**src/sv/ght_pkg.sv**
```systemverilog
`timescale 1ns / 1ps
// Shared types and codes for the generational handle table.
package ght_pkg;

   localparam logic [1:0] OP_ALLOC  = 2'd0;
   localparam logic [1:0] OP_LOOKUP = 2'd1;
   localparam logic [1:0] OP_FREE   = 2'd2;

   localparam logic [1:0] STATUS_OK        = 2'd0;
   localparam logic [1:0] STATUS_EXHAUSTED = 2'd1;
   localparam logic [1:0] STATUS_BAD       = 2'd2;

   localparam int MAP_WORD_BITS = 32;

   typedef struct packed {
      logic [15:0] gen;
      logic [7:0]  kind;
      logic [15:0] rights;
      logic [31:0] fd;
      logic        has_fd;
   } slot_entry_type;

   typedef struct packed {
      logic           rd_en;
      logic [15:0]    rd_idx;
      logic           wr_en;
      logic [15:0]    wr_idx;
      slot_entry_type wr_data;
   } slot_cmd_type;

   typedef struct packed {
      logic        rd_en;
      logic [15:0] rd_word;
      logic        wr_en;
      logic [15:0] wr_word;
      logic [31:0] wr_data;
   } map_cmd_type;

   typedef struct packed {
      logic [31:0] data;
      logic [15:0] word;
      logic        found;
      logic [4:0]  bit_pos;
   } map_rsp_type;

endpackage

```
**src/sv/ght_free_map.sv**
```systemverilog
`timescale 1ns / 1ps
// Used-slot bitmap memory, 32 slots per word, with lowest-free search on the read word.
module ght_free_map
   import ght_pkg::*;
#(
   parameter int TABLE_SLOTS = 256
) (
   input  logic        clock,
   input  map_cmd_type cmd,
   output map_rsp_type rsp
);

   localparam int NW        = (TABLE_SLOTS + MAP_WORD_BITS - 1) / MAP_WORD_BITS;
   localparam int WADDR_W   = (NW > 1) ? $clog2(NW) : 1;
   localparam int LAST_BITS = TABLE_SLOTS - (NW - 1) * MAP_WORD_BITS;
   localparam logic [31:0] LAST_MASK =
      (LAST_BITS == 32) ? {32{1'b1}} : ((32'd1 << LAST_BITS) - 32'd1);

   logic [31:0] mem [NW];
   logic [31:0] rd_data_ff;
   logic [15:0] rd_word_ff;
   logic [31:0] mask;
   logic [31:0] free_bits;
   logic [4:0]  first_free;

   always_ff @(posedge clock) begin
      if (cmd.wr_en) begin
         mem[cmd.wr_word[WADDR_W-1:0]] <= cmd.wr_data;
      end
   end

   always_ff @(posedge clock) begin
      if (cmd.rd_en) begin
         rd_data_ff <= mem[cmd.rd_word[WADDR_W-1:0]];
         rd_word_ff <= cmd.rd_word;
      end
   end

   // slot 0 is never handed out; slots past the table end do not exist
   always_comb begin
      mask = {32{1'b1}};
      if (rd_word_ff == 16'(NW - 1)) begin
         mask = mask & LAST_MASK;
      end
      if (rd_word_ff == 16'd0) begin
         mask[0] = 1'b0;
      end
      free_bits  = ~rd_data_ff & mask;
      first_free = 5'd0;
      for (int i = MAP_WORD_BITS - 1; i >= 0; i--) begin
         if (free_bits[i]) begin
            first_free = 5'(i);
         end
      end
   end

   assign rsp.data    = rd_data_ff;
   assign rsp.word    = rd_word_ff;
   assign rsp.found   = |free_bits;
   assign rsp.bit_pos = first_free;

endmodule

```
**config.mk**
```make
export PLATFORM = sky130hd
export DESIGN_NAME = ght_free_map
export DESIGN_NICKNAME = d
export VERILOG_FILES = /design/src/sv/ght_pkg.sv /design/src/sv/ght_free_map.sv
export SDC_FILE = /design/constraint.sdc
export NUM_CORES = 1
export LEC_CHECK = 0
export BUFFER_PORTS_ARGS = -buffer_cell sky130_fd_sc_hd__buf_2
export CORE_MARGIN = 5
export CORE_UTILIZATION = 45
export DETAILED_ROUTE_END_ITERATION = 10
export GPL_TIMING_DRIVEN = 0
export PLACE_DENSITY_LB_ADDON = 0.12
export SYNTH_ARGS = -nofsm -noshare
export SYNTH_HDL_FRONTEND = slang
export SYNTH_SLANG_ARGS = --single-unit
```
**constraint.sdc**
```tcl
create_clock -name clock -period 8.9 [get_ports clock]
set_input_delay 2.225 -clock clock [delete_from_list [all_inputs] [get_ports clock]]
set_output_delay 2.225 -clock clock [all_outputs]
set_load 0.05 [all_outputs]
```
==> key figures <==
Detailed routing
  – Post-route DRC: 0
  – Drt initial violations: 364
  – Drt via density: 5.484
  – ANT nets after route: 0
  – DR WL/cell: 24.18 um
  – Via count: 5577
  – TritonRoute pass-1 iters: 5
  – Routed Wire Length: 24.59 mm

Placed design
  – Post-DP HPWL: 16.26 mm
  – Dpl ws: 4370 ps
  – Count of input and output buffers: 107
  – Placed insts: 958
  – Routability Congestion: 0.7785
  – Area of placed instances: 12910 um^2

STA
  – Max-Slew Margin vs Limit: 0.2222
  – Min Tclk post-route: 5266 ps
  – Worst setup margin: 3634 ps
  – Worst Tran Pin Value: 1167 ps
  – Unrepaired setup endpoints after global routing: no
  – Final Hold Viols: 0
  – Final Setup Violations: 0
  – Max Slew Vio Count: 0
  – Total Neg Setup Slack: 0 ps
  – Fin crit share: 0.5916
  – FMAX: 189.9 MHz
  – Final Skew: 14.72 ps

Logic synthesis
  – Flops & latches, synth: 304
  – Synth Cell Area: 11660 um^2
  – Sequential cell area fraction in the yosys report: 0.7831
  – Mapped Nets: 569
  – Gate Count Post-Synth: 502
  – YS warnings: 0
  – Netlist cell types: 31
  – Mapped Avg Cell Area: 23.22 um^2

Global route
  – First-pass GRT wire length: 36.50 mm
  – Total global-route track usage: 0.1691
  – Initial antenna violation count: 3
  – Congestion Overflow GR: 0
  – Number of global-route vias before repair: 5846
  – Largest net degree at the start of global routing: 49

Die
  – Die W: 171.0 um
  – CORE AREA: 25760 um^2
  – Initial Utilization: 0.4525
  – I/O pin count: 121
  – Chip height: 171.0 um
  – Die area: 29220 um^2
  – Core Rows: 59

CTS
  – CTS root buf: clkbuf_16
  – Postcts setup bufs: 0
  – Clk sink count: 304
  – Skew-Pair Late Insertion Delay: 550 ps
  – Clock transition at path regs: 60 ps
  – Max H-tree Level: 1
  – Post-CTS Resized: 0
  – Clk buf depth: 3
  – CTS tree: yes
  – CTS Hold Bufs: 0
  – CTS buffer count: 31

Setup path
  – Crit. End Element: primary output
  – Setup CP Type: reg2out
  – Crit Path Max Fanout: 4
  – Kind of start point of the critical path: register
  – Worst EP required: 6680 ps
  – CP arrival: 3040 ps

Final layout
  – Nets: 723
  – Core Util, Final: 0.5390
  – Share of layout cells above drive strength 1: 0.3554
  – Area Overhead vs Synth: 19.12%
  – Fin cells: 1017
  – Design area: 13890 um^2

Power
  – Cell Pwr Density: 226.4 nW/um^2
  – VDD IR max: 0.1468 mV
  – Static leakage: 4.736 nW

Flow run
  – Maxcap violations: 0

Status
  – Status: completed

Worst hold path
  – Hold Path Class: reg2reg
-- sequential cells by signal, indices dropped and copies added (netlist names) --
name / flops
mem: 256
rd_data_ff: 32
rd_word_ff: 16
-- cell usage after synthesis --
master | count | area [um^2]
buf_1 | 3 | 11.26
nand2_1 | 15 | 56.30
o221a_2 | 1 | 11.26
mux4_1 | 40 | 1051
buf_6 | 7 | 78.83
nand3_1 | 5 | 25.02
o21bai_1 | 1 | 7.510
mux4_2 | 24 | 540.5
nand2b_1 | 4 | 25.02
buf_2 | 6 | 30.03
a311o_1 | 1 | 10.01
nand4_1 | 5 | 31.28
or4_1 | 1 | 7.510
a311oi_1 | 1 | 8.760
mux2_2 | 32 | 360.4
a2111oi_0 | 1 | 8.760
o211ai_1 | 1 | 7.510
o2111ai_1 | 2 | 17.52
clkbuf_1 | 2 | 7.510
a31oi_1 | 2 | 12.51
nor4_1 | 6 | 37.54
nor2_1 | 10 | 37.54
a41o_1 | 1 | 10.01
o21ai_0 | 5 | 25.02
inv_1 | 7 | 26.28
edfxtp_1 | 304 | 9129
a21oi_1 | 6 | 30.03
or3_1 | 1 | 6.260
a21o_1 | 2 | 15.01
nor3_1 | 5 | 25.02
nand3b_1 | 1 | 7.510
-- cell usage in the layout, fill, tap and decap left out, types with 7 or more instances in the layout --
master     netlist  layout
edfxtp_1       304     304
buf_2            6     113
mux4_1          40      40
mux2_2          32      32
clkbuf_16        0      31
mux4_2          24      24
buf_6            7      15
nand2_1         15      15
clkbuf_1         2      12
inv_1            7       7
-- power breakdown --
part	internal, mW	switching [mW]	leakage, nW
Combinational	0.0839	0.157	1.47
Clock	0.727	0.510	0.472
Sequential	1.64	0.0252	2.80
Total	2.45	0.692	4.74
-- path summary, 6_finish.rpt --
check	from	endpoint	slack, ps	cells after the start
min	mem[7][5]$_DFFE_PP_	rd_data_ff[5]$_DFFE_PP_	750	2
max reg2reg	mem[1][17]$_DFFE_PP_	rd_data_ff[17]$_DFFE_PP_	7470	2
max	rd_data_ff[31]$_DFFE_PP_	rsp[0]	3630	6
min reg2reg	mem[7][5]$_DFFE_PP_	rd_data_ff[5]$_DFFE_PP_	750	2
-- critical path, cell delays in order, from the launching register on --
cell	delay [ps]
edfxtp_1	430
nand3b_1	200
nand3_1	90
a31oi_1	180
a2111oi_0	980
o221a_2	360
buf_2	260
-- area by class of cell --
class                   count  area, um^2
inverters                   7       26.28
plain buffers              18       127.6
fillers                  1962       11880
clock inverters            17       162.7
flip-flops and latches    304        9129
well taps                 335       419.2
repair buffers            121       775.7
clock buffers              41       813.3
multi-input cells         173        2430
diodes                      1       2.502
-- metal layers --
| metal | part of all wire | global-route usage |
|---|---|---|
| met2 | 0.48 | 0.2732 |
| met5 | 0.00085 | 0 |
| met4 | 0.019 | 0.04271 |
| met3 | 0.065 | 0.03189 |
| met1 | 0.43 | 0.2416 |
-- metrics by stage --
| stage | hold WS, ps | power (mW) |
|---|---|---|
| after global routing | 783.4 | 3.258 |
| after floorplan | 716.2 | 1.843 |
| final | 754.1 | 3.144 |
| after CTS | 755.6 | 3.177 |
| after global placement | 723.7 | 1.928 |
| after detailed placement | 736.3 | 1.941 |
-- cells by family (layout without fill, tap and decap cells) --
family | Yosys count | count (layout) | synth area share
DFF | 304 | 304 | 0.7831
buffers and inverters | 25 | 204 | 0.01320
and+or+nand+nor | 53 | 53 | 0.02222
muxes | 96 | 96 | 0.1674
AOI/OAI and AO/OA | 24 | 24 | 0.01406
other | 0 | 1 | 0
No activity file was read; power rests on OpenSTA's default activity.
